===== src/hdl/mbe_pkg.sv =====
`default_nettype none
package mbe_pkg;

  localparam int FRAC_BITS   = 26;
  localparam int COORD_LIMIT = 4096;

  localparam int IDX_W     = 12;
  localparam int CNT_W     = 16;
  localparam int COLOR_W   = 4;
  localparam int REG_W     = 32;
  localparam int CFG_IDX_W = 3;

  localparam int C_W    = FRAC_BITS + 3;
  localparam int Z_W    = FRAC_BITS + 4;
  localparam int SQ_W   = FRAC_BITS + 6;
  localparam int XY_W   = FRAC_BITS + 8;
  localparam int PROD_W = IDX_W + 1 + REG_W;
  localparam int SUM_W  = PROD_W + 1;

  localparam logic [SQ_W:0] ESC_LIMIT = (SQ_W + 1)'(64'd1 << (FRAC_BITS + 2));

  localparam int COLOR_MULT = 5;

  localparam logic [CFG_IDX_W-1:0] REG_X_STEP   = 3'd0;
  localparam logic [CFG_IDX_W-1:0] REG_Y_STEP   = 3'd1;
  localparam logic [CFG_IDX_W-1:0] REG_X_ORIGIN = 3'd2;
  localparam logic [CFG_IDX_W-1:0] REG_Y_ORIGIN = 3'd3;
  localparam logic [CFG_IDX_W-1:0] REG_MAX_ITER = 3'd4;

  localparam logic [REG_W-1:0] X_STEP_RST   = 32'h000E_0000;
  localparam logic [REG_W-1:0] Y_STEP_RST   = 32'h000C_0000;
  localparam logic [REG_W-1:0] X_ORIGIN_RST = 32'hF600_0000;
  localparam logic [REG_W-1:0] Y_ORIGIN_RST = 32'hFA00_0000;
  localparam logic [CNT_W-1:0] MAX_ITER_RST = 16'd1024;

  typedef struct packed {
    logic [IDX_W-1:0] pixel_row;
    logic [IDX_W-1:0] pixel_column;
  } pixel_word_t;

  typedef struct packed {
    logic [IDX_W-1:0]   out_row;
    logic [IDX_W-1:0]   out_column;
    logic [CNT_W-1:0]   escape_count;
    logic [COLOR_W-1:0] color_index;
  } result_word_t;

  typedef struct packed {
    logic signed [REG_W-1:0] x_step;
    logic signed [REG_W-1:0] y_step;
    logic signed [REG_W-1:0] x_origin;
    logic signed [REG_W-1:0] y_origin;
    logic [CNT_W-1:0]        max_iterations;
  } cfg_t;

  typedef struct packed {
    logic [IDX_W-1:0]      row;
    logic [IDX_W-1:0]      col;
    logic signed [C_W-1:0] c_re;
    logic signed [C_W-1:0] c_im;
  } job_t;

  function automatic logic [COLOR_W-1:0] color_of(input logic [CNT_W-1:0] count);
    logic [COLOR_W-1:0] low;
    low = count[COLOR_W-1:0];
    return COLOR_W'(low * COLOR_W'(COLOR_MULT));
  endfunction

endpackage
`default_nettype wire


===== src/hdl/mbe_queue.sv =====
`default_nettype none
module mbe_queue
  import mbe_pkg::*;
#(
  parameter int DEPTH = 4
) (
  input  wire logic clk,
  input  wire logic rst,
  input  wire logic push,
  input  wire job_t din,
  output logic      full,
  input  wire logic pop,
  output job_t      dout,
  output logic      empty
);

  localparam int AW  = (DEPTH > 1) ? $clog2(DEPTH) : 1;
  localparam int CW_ = $clog2(DEPTH + 1);

  job_t            mem [DEPTH];
  logic [AW-1:0]   wptr;
  logic [AW-1:0]   rptr;
  logic [CW_-1:0]  count;
  logic            do_push;
  logic            do_pop;

  assign full    = (count == CW_'(DEPTH));
  assign empty   = (count == '0);
  assign do_push = push && !full;
  assign do_pop  = pop && !empty;
  assign dout    = mem[rptr];

  always_ff @(posedge clk) begin
    if (rst) begin
      wptr  <= '0;
      rptr  <= '0;
      count <= '0;
    end else begin
      if (do_push) begin
        wptr <= (wptr == AW'(DEPTH - 1)) ? '0 : wptr + 1'b1;
      end
      if (do_pop) begin
        rptr <= (rptr == AW'(DEPTH - 1)) ? '0 : rptr + 1'b1;
      end
      if (do_push && !do_pop) begin
        count <= count + 1'b1;
      end else if (do_pop && !do_push) begin
        count <= count - 1'b1;
      end
    end
  end

  always_ff @(posedge clk) begin
    if (do_push) begin
      mem[wptr] <= din;
    end
  end

endmodule
`default_nettype wire


===== config.mk =====
export PLATFORM = sky130hd
export DESIGN_NAME = mbe_queue
export DESIGN_NICKNAME = d
export VERILOG_FILES = /design/src/hdl/mbe_pkg.sv /design/src/hdl/mbe_queue.sv
export SDC_FILE = /design/constraint.sdc
export NUM_CORES = 1
export LEC_CHECK = 0
export ABC_AREA = 1
export BUFFER_PORTS_ARGS = -buffer_cell sky130_fd_sc_hd__buf_4
export CAP_MARGIN = 20
export CORE_MARGIN = 1.5
export CORE_UTILIZATION = 52
export DETAILED_ROUTE_END_ITERATION = 12
export PLACE_DENSITY = 0.76
export SLEW_MARGIN = 10
export SYNTH_ARGS = -nofsm -noshare
export SYNTH_HDL_FRONTEND = slang
export SYNTH_SLANG_ARGS = --single-unit

===== constraint.sdc =====
create_clock -name clk -period 4.7 [get_ports clk]
set_input_delay 0.47 -clock clk [delete_from_list [all_inputs] [get_ports clk]]
set_output_delay 0.47 -clock clk [all_outputs]
set_load 0.01 [all_outputs]

Yosys cells after proc, flatten, opt, wreduce, memory -nomap -nowiden
Memory sizes are Yosys's and may differ from the RTL's. A register that Yosys moved wholly into a read port is not among the register bits.
Cells that the tools add are included.
Word-level totals
  RAM bits: 328
  word-level logic and storage cells: 29
  output and inout port bits: 84
  bits in latches: 0
  memories kept: 1
  input bits: 86
  flip-flop bits (word level): 7
  bits in read-only memories: 0
Operators by class
  order comparisons: 0
  add/sub/neg operators: 4
  shift-type cells: 0
  eq/ne operators: 3
  div/mod/pow operators: 0
  bitwise logic cells: 0
  $mul: 0
  reductions and logical operators: 10
  mux-type cells: 8
Memory list
  mem: depth 4, width 82, rd ports 1, clocked after memory_dff 1, wr ports 1, line mbe_queue.sv:20  | job_t mem [DEPTH];
Operator list (count)
  $mux W2: 4
  $mux W3: 2
  $add A2 B1 Y2 const B: 2
  $eq A2 B2 Y1 const B: 2
  $logic_and A1 B1 Y1: 4
  $logic_not A1 Y1: 4
  $add A3 B1 Y3 const B: 1
  $eq A3 B3 Y1 const B: 1
  $logic_not A3 Y1: 1
  $sub A3 B1 Y3 const B: 1
  $mux W1: 2
  $reduce_bool A2 Y1: 1

Logic depth before layout (Yosys ltp)
  depth after elaboration: 7
  gate-level depth with buffers: 13
  depth with buffers taken out: 13

Worst setup path before layout
No wires, ideal clock.
  kind: reg-to-reg
  start: register count[0]
  end: memory mem[0][0] in the netlist's numbering, enable pin
  library setup time: 523 ps
  stages on the path, launching flop included: 5
  data required time: 4177 ps
  path buffers: 0
  setup slack: 53 ps
  period minus slack after synthesis: 4647 ps
  arrival: 4124 ps
  path through: dfxtp_1 -> nor2_1 -> nand2_1 -> nand2_1 -> nor2_1
Between the ends
  cells in the longest elaborated chain, start to end: 5
RTL lines
  start: declaration: line mbe_queue.sv:23  | logic [CW_-1:0] count;
  start signal: assignment: line mbe_queue.sv:46  | count <= count + 1'b1;
  start signal: assignment: line mbe_queue.sv:48  | count <= count - 1'b1;
  $eq A3 B3 Y1: line mbe_queue.sv:27  | assign full = (count == CW_'(DEPTH));
  $logic_not A1 Y1: line mbe_queue.sv:29  | assign do_push = push && !full;
  $logic_and A1 B1 Y1: line mbe_queue.sv:29
  $mux W1: line mbe_queue.sv:54  | if (do_push) begin
  $mux W1 (implied by the code): line mbe_queue.sv:55  | mem[wptr] <= din;
  end: declaration: line mbe_queue.sv:20
No other way between the ends.

==> results_dict.tcl <==
set metrics [dict create \
    reg2reg_setup_slack_ns 2.10 \
    synth_top_family_by_area "compound AO/OA/AOI/OAI gates" \
    fmax_ghz 0.289 \
    nFillCells 1734 \
    min_to "count[0]" \
    fin_worst_skew_ns 0.0183 \
    syn_area_sq_um 12800 \
    drt_iter0_markers 577 \
    rows 57 \
    cp_common_cell "buf_4" \
    max_slew_margin_pct 29.1 \
    cts-root-buf "clkbuf_16" \
    cts.sinks 337 \
    drc 0 \
    drt.antenna.violating_nets 0 \
    coreArea_sq_um 24200 \
    cp.arrival_ns 2.99 \
    die_height_um 160 \
    dp_slack_ns 1.77 \
    ir_worst_vdd_mv 0.506 \
    wl_um 25800 \
    synth_area_per_cell_sq_um 14.8 \
    clkLatencyLatePin_ns 0.50 \
    viasPerCell 5.49 \
    timing.final.crit_share_pct 73.6 \
    grt_pass1_wl_um 40300 \
    p_leak_nw 5.41 \
    yosysWarnings 0 \
    r2r_start "count[0]" \
    syn_inst 864 \
    grt.overflow.total 0 \
    cp_slowest_cell "buf_4" \
    reg2reg_depth 5 \
    grt_setup_unrepaired "no" \
    hold-path-cell-count 2 \
    tightest_slew_ns 1.06 \
    required_ns 4.23 \
    p_comb_share_pct 28.8 \
    synthFlopType "edfxtp_1" \
    die_area_sq_um 25500 \
    drt_first_pass_iters 5 \
    antenna_found_initial 0 \
    synth_cell_types 25 \
    setup_violations 0 \
    synth_seq_area_share_pct 78.6 \
    synthArstFlopShare_pct 0 \
    ys_ff_latch 337 \
    slew_viol_final 0 \
    synth_fa_ha_area_share_pct 0.745 \
    detail_route.wl_per_cell_um 18.8 \
    dp_hpwl_um 13700 \
    cts_inserted_buffers 34 \
    critPathMaxStageDelay_ns 0.86 \
    max_cap_viol_count 0 \
    syn2layout_area_growth_pct 20.3 \
    p_int_mw 6.25 \
    place_congestion 0.718 \
    final_core_util_pct 63.5 \
    hold_buffers 0 \
    hp-class "input pin to flip-flop" \
    status "complete, no violations" \
    seq_power_share_pct 42.2 \
    p_total_mw 9.00 \
    cts_tree "done" \
    syn_nets 957 \
    crit_type "flip-flop to output port" \
    post_cts_buffers 0 \
    cts_buffer_depth 3 \
    switching_power_mw 2.75 \
    hold_violations 0 \
    fin_hold_ws_ns 0.127 \
    drive_above_1_share_pct 24.8 \
    cts_resized 0 \
    cp-end-kind "output port" \
    initial_core_util_pct 52.8 \
    ios 170 \
    min_from "rst" \
    synth_edf_count 328 \
    grt.total_usage_pct 20.3 \
    path_cells "buf_4, o21ai_0, o22ai_1, buf_4" \
    nets 1119 \
    muxShareOfSynthArea_pct 0 \
    final.setup.tns_ns 0 \
    cp_max_fo 106 \
    clkTransAtPathRegs_ns 0.06 \
    period_needed_ns 3.46 \
    portBuffers 169 \
    die_w_um 160 \
    n_antenna_cell 0 \
    grt_pass1_vias 7665 \
    h-tree-depth 2 \
    layout_setup_ws_ns 1.24 \
    register_area_sq_um 10000 \
    power_density_nw_per_um2 586 \
    p_sw_share_pct 30.6 \
    synth_simple_gate_area_share_pct 5.96 \
    multi_input_area_sq_um 2330 \
    num_vias 7528 \
    pwr-share-clk_pct 29.0 \
    grt_max_degree 143 \
    startpoint_type "flip-flop" \
    synth_compound_area_share_pct 11.2 \
    synth-xor-area-share_pct 0.0686 \
    rr_endpoint "mem[3][43]" \
]
## Yosys cell counts, types with 2 or more instances
master | number | area (sq um)
o22ai_2 | 2 | 25.0
nand3_1 | 2 | 10.0
inv_1 | 16 | 60.1
nor2_1 | 177 | 664
o21ai_0 | 85 | 425
o21ai_2 | 18 | 158
o22ai_1 | 80 | 500
buf_6 | 13 | 146
a21oi_1 | 3 | 15.0
nand3b_1 | 2 | 15.0
buf_4 | 7 | 52.6
nand2_1 | 14 | 52.6
dfxtp_1 | 9 | 180
o21ai_1 | 62 | 310
buf_2 | 18 | 90.1
nor2_2 | 2 | 12.5
ha_1 | 6 | 75.1
edfxtp_1 | 328 | 9850
clkbuf_1 | 14 | 52.6
## placed cells by master, fill, tap and decap left out
master	n
bufinv_16	2
edfxtp_1	328
clkinvlp_4	2
clkbuf_1	3
buf_16	1
o21ai_0	85
nor2_1	173
xor2_1	1
clkinv_2	9
dfxtp_1	7
inv_1	16
o22ai_1	80
o22ai_2	2
nor2_2	2
clkbuf_8	1
nand2_1	14
dfxtp_2	1
a21oi_1	3
nand3b_1	2
ha_1	6
nand3_1	2
inv_6	2
nand4_1	1
buf_12	4
clkbuf_16	37
fa_1	1
o21ai_2	18
dfxtp_4	1
o21ai_1	62
buf_4	174
nor2_4	4
clkinv_1	4
## logic make-up after synthesis
family | count (synthesis)
xor gates and xnor gates | 1
adders and majority gates | 7
DFF | 337
buffers and inverters | 71
and+or+nand+nor | 198
AOI/OAI and AO/OA | 250
## flip-flops by register name (all words and copies together) (netlist names), named ones only
signal,cells
count,3
mem,328
rptr,2
wptr,2
## worst max path at each step
stage / startpoint / end / slack (ns) / cells after the start
2_1_floorplan: count[0] / mem[0][0] / 0.05 / 4
3_3_place_gp: flip-flop / dout[21] / 1.86 / 5
3_5_place_dp: flip-flop / dout[52] / 1.77 / 4
4_1_cts: flip-flop / dout[52] / 1.22 / 4
5_1_grt: flip-flop / dout[52] / 1.00 / 4
6_report: flip-flop / dout[52] / 1.24 / 4
## power by group through the flow
stage / Sequential, mW / Clock [mW] / Combinational [mW]
final: 3.80 / 2.61 / 2.59
after global routing: 3.83 / 2.77 / 2.83
after CTS: 3.80 / 2.66 / 2.60
after detailed placement: 3.86 / 0 / 2.59
after global placement: 3.85 / 0 / 2.54
after floorplan: 3.83 / 0 / 1.55
## stage by stage
step / instances / cell area (sq um)
finish: 1372 / 15300
detailed placement: 1313 / 14200
global placement: 1313 / 14200
global route: 1372 / 15300
CTS: 1371 / 15300
floorplan: 864 / 12800
## critical path: cells and delay by family (launching register included)
kind / cells / cell delay (ns)
AO/OA/AOI/OAI: 2 / 0.59
buffers and inverters: 2 / 1.03
flip-flops: 1 / 0.74
## layout make-up
class	count	area share, %
Sequential cell	337	65.4
Multi-Input combinational cell	456	15.2
Timing Repair Buffer	179	9.21
Clock buffer	41	6.20
Tap cell	324	2.64
Clock inverter	17	0.905
Inverter	18	0.481
## routing by layer
metal / vias to the layer above / routed length [um] / global-route usage, % / share of wire [%]
li1: 3563 / - / - / -
met1: 3675 / 10800 / 27.1 / 42
met2: 241 / 12500 / 33.1 / 49
met3: 49 / 1790 / 4.60 / 6.9
met4: 0 / 607 / 7.16 / 2.4
met5: - / 0 / 0 / 0
No activity file was read; power rests on OpenSTA's default activity.
