### config.mk
export PLATFORM = sky130hd
export DESIGN_NAME = mbe_front
export DESIGN_NICKNAME = d
export VERILOG_FILES = /design/src/hdl/mbe_pkg.sv /design/src/hdl/mbe_front.sv
export SDC_FILE = /design/constraint.sdc
export NUM_CORES = 2
export LEC_CHECK = 0
export BUFFER_PORTS_ARGS = -buffer_cell sky130_fd_sc_hd__buf_2
export CORE_ASPECT_RATIO = 0.5
export CORE_MARGIN = 4
export CORE_UTILIZATION = 25
export CTS_BUF_LIST = sky130_fd_sc_hd__clkbuf_4
export DETAILED_ROUTE_END_ITERATION = 8
export GPL_TIMING_DRIVEN = 0
export RECOVER_POWER = 50
export SLEW_MARGIN = 30
export SYNTH_ARGS = -nofsm -noshare
export SYNTH_HDL_FRONTEND = slang
export SYNTH_SLANG_ARGS = --single-unit
### constraint.sdc
create_clock -name clk -period 7.4 [get_ports clk]
set_clock_uncertainty 0.2 [all_clocks]
set_input_delay 0 -clock clk [delete_from_list [all_inputs] [get_ports clk]]
set_output_delay 0 -clock clk [all_outputs]
set_load 0.05 [all_outputs]
### src/hdl/mbe_pkg.sv
`default_nettype none
package mbe_pkg;

  localparam int FRAC_BITS   = 26;
  localparam int COORD_LIMIT = 4096;

  localparam int IDX_W     = 12;
  localparam int CNT_W     = 16;
  localparam int COLOR_W   = 4;
  localparam int REG_W     = 32;
  localparam int CFG_IDX_W = 3;

  localparam int C_W    = FRAC_BITS + 3;
  localparam int Z_W    = FRAC_BITS + 4;
  localparam int SQ_W   = FRAC_BITS + 6;
  localparam int XY_W   = FRAC_BITS + 8;
  localparam int PROD_W = IDX_W + 1 + REG_W;
  localparam int SUM_W  = PROD_W + 1;

  localparam logic [SQ_W:0] ESC_LIMIT = (SQ_W + 1)'(64'd1 << (FRAC_BITS + 2));

  localparam int COLOR_MULT = 5;

  localparam logic [CFG_IDX_W-1:0] REG_X_STEP   = 3'd0;
  localparam logic [CFG_IDX_W-1:0] REG_Y_STEP   = 3'd1;
  localparam logic [CFG_IDX_W-1:0] REG_X_ORIGIN = 3'd2;
  localparam logic [CFG_IDX_W-1:0] REG_Y_ORIGIN = 3'd3;
  localparam logic [CFG_IDX_W-1:0] REG_MAX_ITER = 3'd4;

  localparam logic [REG_W-1:0] X_STEP_RST   = 32'h000E_0000;
  localparam logic [REG_W-1:0] Y_STEP_RST   = 32'h000C_0000;
  localparam logic [REG_W-1:0] X_ORIGIN_RST = 32'hF600_0000;
  localparam logic [REG_W-1:0] Y_ORIGIN_RST = 32'hFA00_0000;
  localparam logic [CNT_W-1:0] MAX_ITER_RST = 16'd1024;

  typedef struct packed {
    logic [IDX_W-1:0] pixel_row;
    logic [IDX_W-1:0] pixel_column;
  } pixel_word_t;

  typedef struct packed {
    logic [IDX_W-1:0]   out_row;
    logic [IDX_W-1:0]   out_column;
    logic [CNT_W-1:0]   escape_count;
    logic [COLOR_W-1:0] color_index;
  } result_word_t;

  typedef struct packed {
    logic signed [REG_W-1:0] x_step;
    logic signed [REG_W-1:0] y_step;
    logic signed [REG_W-1:0] x_origin;
    logic signed [REG_W-1:0] y_origin;
    logic [CNT_W-1:0]        max_iterations;
  } cfg_t;

  typedef struct packed {
    logic [IDX_W-1:0]      row;
    logic [IDX_W-1:0]      col;
    logic signed [C_W-1:0] c_re;
    logic signed [C_W-1:0] c_im;
  } job_t;

  function automatic logic [COLOR_W-1:0] color_of(input logic [CNT_W-1:0] count);
    logic [COLOR_W-1:0] low;
    low = count[COLOR_W-1:0];
    return COLOR_W'(low * COLOR_W'(COLOR_MULT));
  endfunction

endpackage
`default_nettype wire

### src/hdl/mbe_front.sv
`default_nettype none
module mbe_front
  import mbe_pkg::*;
(
  input  wire logic        clk,
  input  wire logic        rst,
  input  wire logic        push,
  output logic             full,
  input  wire pixel_word_t pixel,
  input  wire cfg_t        cfg,
  output logic             job_valid,
  output job_t             job,
  input  wire logic        job_ready
);

  logic                     valid1;
  logic [IDX_W-1:0]         row1;
  logic [IDX_W-1:0]         col1;
  logic signed [PROD_W-1:0] prod_re;
  logic signed [PROD_W-1:0] prod_im;
  logic signed [SUM_W-1:0]  sum_re;
  logic signed [SUM_W-1:0]  sum_im;
  logic                     advance;

  function automatic logic [IDX_W-1:0] clamp_idx(input logic [IDX_W-1:0] idx);
    if (32'(idx) >= 32'(COORD_LIMIT)) begin
      return IDX_W'(COORD_LIMIT - 1);
    end
    return idx;
  endfunction

  function automatic logic signed [C_W-1:0] sat_coord(input logic signed [SUM_W-1:0] v);
    logic [SUM_W-C_W:0] top;
    top = v[SUM_W-1:C_W-1];
    if ((&top) || !(|top)) begin
      return v[C_W-1:0];
    end
    return v[SUM_W-1] ? {1'b1, {(C_W-1){1'b0}}} : {1'b0, {(C_W-1){1'b1}}};
  endfunction

  assign advance = !valid1 || job_ready;
  assign full    = !advance;

  always_ff @(posedge clk) begin
    if (rst) begin
      valid1 <= 1'b0;
    end else if (advance) begin
      valid1 <= push;
    end
  end

  always_ff @(posedge clk) begin
    if (push && advance) begin
      row1    <= pixel.pixel_row;
      col1    <= pixel.pixel_column;
      prod_re <= $signed({1'b0, clamp_idx(pixel.pixel_column)}) * cfg.x_step;
      prod_im <= $signed({1'b0, clamp_idx(pixel.pixel_row)}) * cfg.y_step;
    end
  end

  assign sum_re = SUM_W'(cfg.x_origin) + SUM_W'(prod_re);
  assign sum_im = SUM_W'(cfg.y_origin) + SUM_W'(prod_im);

  assign job_valid = valid1;
  assign job.row   = row1;
  assign job.col   = col1;
  assign job.c_re  = sat_coord(sum_re);
  assign job.c_im  = sat_coord(sum_im);

endmodule
`default_nettype wire

* Word-level counts from Yosys, hierarchy flattened
Cells that the tools add are included.
** Operators by class
- Add/subtract/negate cells :: 2
- $mul :: 2
- Multiplexer cells :: 8
- Reductions and logical operators :: 12
** Operator list (number)
- 29-bit 2-to-1 mux :: 6
- 32-bit by 45-bit adder with 46-bit output :: 2
- 13-bit by 32-bit multiplier with 45-bit output :: 2
- 18-bit AND reduction :: 2
- 18-bit OR reduction :: 2
- 1-bit zero test :: 4
- 1-bit logical OR :: 3
- 1-bit 2-to-1 mux :: 2
- 1-bit logical AND :: 1
** Storage, ports and cells
- Flip-flop bits (word level) :: 115
- Logic and storage cells :: 29

* Logic depth before layout (Yosys ltp)
- Depth after elaboration :: 6
- Depth in mapped cells :: 25

* Worst setup path before layout
Ideal clock, no wire load.
- Path kind :: reg2reg
- Start point :: register valid1, in the netlist job_valid
- End point :: register col1[0], enable pin
- Arrival time :: 5924 ps
- Data required time :: 6601 ps
- Slack :: 677 ps
- Stages on the path, launching flop included :: 3
- Period minus slack after synthesis :: 6723 ps
- Path through :: dfxtp_1 -> nor2b_1 -> nor2b_1
** On the way
- Word-level cells in the longest chain between the ends :: 3
** Ends and longest elaborated chain
- start, declared :: line mbe_front.sv:16 : logic valid1;
- start signal, assigned :: line mbe_front.sv:48 : valid1 <= push;
- 1-bit zero test :: line mbe_front.sv:41 : assign advance = !valid1 || job_ready;
- 1-bit logical OR :: line mbe_front.sv:41
- 1-bit logical AND :: line mbe_front.sv:53 : if (push && advance) begin
- end signal, assigned :: line mbe_front.sv:55 : col1 <= pixel.pixel_column;
- end, declared :: line mbe_front.sv:18 : logic [IDX_W-1:0] col1;
Every way passes these cells.
A chain may end at the register's enable or synchronous reset.

* Worst setup path in the final report
- Start point :: input port pixel[6] (netlist name)
- End point :: register prod_re[39], data pin
** On the way
- Word-level cells in the longest chain between the ends :: 1
** Ends and longest elaborated chain
- start, declared :: line mbe_front.sv:9 : input wire pixel_word_t pixel,
- 13-bit by 32-bit multiplier with 45-bit output :: line mbe_front.sv:56 : prod_re <= $signed({1'b0, clamp_idx(pixel.pixel_column)}) * cfg.x_step;
- end signal, assigned :: line mbe_front.sv:56
- end, declared :: line mbe_front.sv:19 : logic signed [PROD_W-1:0] prod_re;
Every way passes these cells.

==> run_results.csv <==
group,metric,value,unit
clock_tree,post_cts_buffers,0,
finish,nFillCells,15400,
synth,synth_nets,5248,
floorplan,die_width,547,um
synth,synth.area.top_cells,"fa_1 (37%), ha_1 (9.9%), edfxtp_1 (9.4%)",
global_route,gr-usage-all-layers,14.4,%
outcome,status,"finished clean",
worst_setup_path,cp.arrival,7.38,ns
clock_tree,cts_tree,"built",
synth,syn_inst,4110,
placed_design,place.gp.congestion,0.901,
worst_setup_path,reg2reg_depth,6,
synth,yosysSeqAreaShare,9.49,%
floorplan,start_util,25.3,%
floorplan,ioPinCount,256,
global_route,grt_max_degree,24,
timing,period_needed,7.09,ns
timing,setup_violations,0,
worst_setup_path,path_common_cell,"fa_1",
floorplan,chipHeight,277,um
synth,ys.flop_type,"edfxtp_1",
worst_setup_path,crit_type,"primary input to register",
timing,worst_slew_pin_slew,1.28,ns
worst_setup_path,startpoint,"pixel[6]",
routing,drc,0,
worst_setup_path,worst_path_largest_cell_delay,0.65,ns
synth,netlist_area,36300,um2
worst_setup_path,cp-start-kind,"primary input",
global_route,grt_overflow_total,0,
synth,yosysWarnings,0,
min_path,holdPathStages,2,
synth,synthArstFlopShare,0,%
routing,drt_first_pass_iters,7,
synth,yosysMostFrequentCell,"inv_1",
timing,layout_worst_path_cycle_share,95.8,%
routing,ant_nets,0,
timing,hold_viol_final,0,
timing,rsz0062_at_grt,"yes",
clock_tree,cts_sinks,115,
floorplan,core_area,144000,um2
floorplan,dieArea,152000,um2
clock_tree,clk-insertion-delay-late,0.75,ns
synth,synth_enable_flop_cells,114,
finish,drive_gt1_share,7.05,%
worst_setup_path,cpMaxStageDelayCell,"clkbuf_1",
clock_tree,clk_pin_slew,0.10,ns
synth,synth_area_per_cell,8.83,um2
timing,postLayoutSetupSlackWorst,0.309,ns
synth,yosys.area.top_type,"fa_1",
min_path,holdCritPathClass,"primary input to register",
routing,wire_per_inst,17.2,um
global_route,grt_pass1_vias,29400,
worst_setup_path,crit_required,7.69,ns
clock_tree,htreeDepth,4,
global_route,grt_pass1_wl,171000,um
clock_tree,clk_path_buf_depth,3,
routing,first_iter_violations,1682,
timing,max_freq,0.141,GHz
worst_setup_path,cp-end-kind,"register",
worst_setup_path,endpoint,"prod_re[39]",
worst_setup_path,reg2reg_to,"prod_im[43]",
routing,num_vias,28300,
timing,max_slew_margin,14.7,%
job,drv_cap,0,
synth,ys_ff_latch,115,
routing,via_per_inst,4.42,
finish,fin_nets,5574,
worst_setup_path,reg2reg_from,"job_valid",
finish,area_delta_synth_final,12.3,%
synth,synth_top_area_share,37.4,%
worst_setup_path,r2r_slack,2.53,ns
placed_design,io_buffers,239,
routing,wl,110000,um
placed_design,place_ws,-0.454,ns
timing,finalMaxSlewViolations,0,
clock_tree,cts_root_buf,"clkbuf_4",
synth,ys_types,93,
worst_setup_path,crit_path_max_fanout,10,
placed_design,dp_hpwl,94200,um
floorplan,num_rows,98,
synth,synthTopCellsByCount,"inv_1 (876), fa_1 (678), nand2_1 (538)",
clock_tree,cts_buffers,25,
global_route,antenna_found_initial,37,
## worst min-delay path by stage
stage                        start  slack, ns        end
after floorplan                rst      -0.13  job_valid
after global placement         rst      -0.04  job_valid
after detailed placement       rst      -0.04  job_valid
after CTS                 pixel[3]      0.004    col1[3]
after global routing      pixel[3]       0.02    col1[3]
final                     pixel[3]       0.08    col1[3]
## timing repair
| item | 4_1_cts | 5_1_grt |
|---|---|---|
| setup endpoints to repair | 0 | 8 |
| hold buffers | 55 | 0 |
| hold endpoints to repair | 129 | 0 |
| gates resized for setup | 0 | 39 |
## flip-flops by register name, summed over array words and instances, names as in the netlist
signal / flops
prod_im: 45
row1: 12
prod_re: 45
job_valid: 1
col1: 12
## metal layers
layer | share of wire (%) | track usage [%]
met3 | 5.7 | 2.34
met1 | 42 | 18.1
met2 | 49 | 25.6
met4 | 2.5 | 3.38
met5 | 0.055 | 0
## area by class of cell
cell class	count	area, um2	share of cell area [%]
Clock inverter	6	23.8	0.0583
Sequential cell	115	3440	8.45
Antenna cell	10	25.0	0.0614
Clock buffer	27	203	0.497
Tap cell	1950	2440	5.99
Multi-Input combinational cell	2927	28700	70.3
Inverter	876	3290	8.07
Timing Repair Buffer	300	1730	4.24
Buffer	191	941	2.31
## cells by family after synthesis
logic type      Yosys count  share of synthesized area (%)
fa+ha+maj               966                           47.3
buf+inv                1068                           11.6
compound gates          542                           9.93
flops                   115                           9.49
xor+xnor                160                           3.86
mux                      32                          0.882
simple gates           1227                           16.9
## stage by stage
| stage | utilization, % | hold slack [ns] | cells | instance area (um2) | setup TNS [ns] |
|---|---|---|---|---|---|
| 3_3_place_gp | 27.8 | -0.0416 | 6299 | 39900 | -281.76 |
| 3_5_place_dp | 27.9 | -0.0354 | 6305 | 40100 | -1.01 |
| 5_1_grt | 28.4 | 0.0171 | 6396 | 40700 | -0.0372 |
| 2_1_floorplan | - | -0.128 | 4110 | 36300 | 0 |
| 6_report | 28.4 | 0.0779 | 6402 | 40800 | 0 |
| 4_1_cts | 28.5 | 0.00425 | 6393 | 40900 | 0 |
## worst max-delay path, delay by kind of cell
kind | cells | cell delay (ns)
adder cells (fa/ha/maj) | 6 | 2.69
AO/OA/AOI/OAI | 10 | 2.51
buffers and inverters | 6 | 1.58
AND/OR/NAND/NOR | 2 | 0.52
XOR/XNOR | 1 | 0.08
## placed cells by master, fill, tap and decap left out, types with 7 or more instances in the layout
cell / netlist / routed
edfxtp_1: 114 / 114
o311ai_0: 30 / 29
dlygate4sd3_1: 0 / 55
o211ai_1: 11 / 11
clkbuf_4: 0 / 27
nand3_1: 38 / 38
clkbuf_1: 165 / 187
and3_1: 12 / 12
nor2_1: 96 / 96
a21boi_0: 8 / 8
o21bai_1: 26 / 26
o21ai_0: 81 / 81
mux2i_1: 32 / 32
clkbuf_2: 0 / 17
ha_1: 288 / 288
o21a_1: 24 / 24
nand2_1: 538 / 538
diode_2: 0 / 10
or3_1: 11 / 11
nand2b_1: 26 / 26
a21o_1: 92 / 92
a31oi_1: 18 / 18
clkbuf_8: 10 / 10
and2_1: 354 / 349
xor2_1: 62 / 62
nor3_1: 25 / 25
a211oi_1: 16 / 16
fa_1: 678 / 678
nor2b_1: 21 / 20
inv_1: 876 / 876
buf_2: 3 / 208
xnor2_1: 98 / 98
or2_2: 7 / 7
nand4_1: 31 / 31
a21oi_1: 160 / 160
nand3b_1: 30 / 30
Power is left out: the tool's default activity adds up to more than one toggle a clock period on the data nets, which glitch-free logic cannot reach.
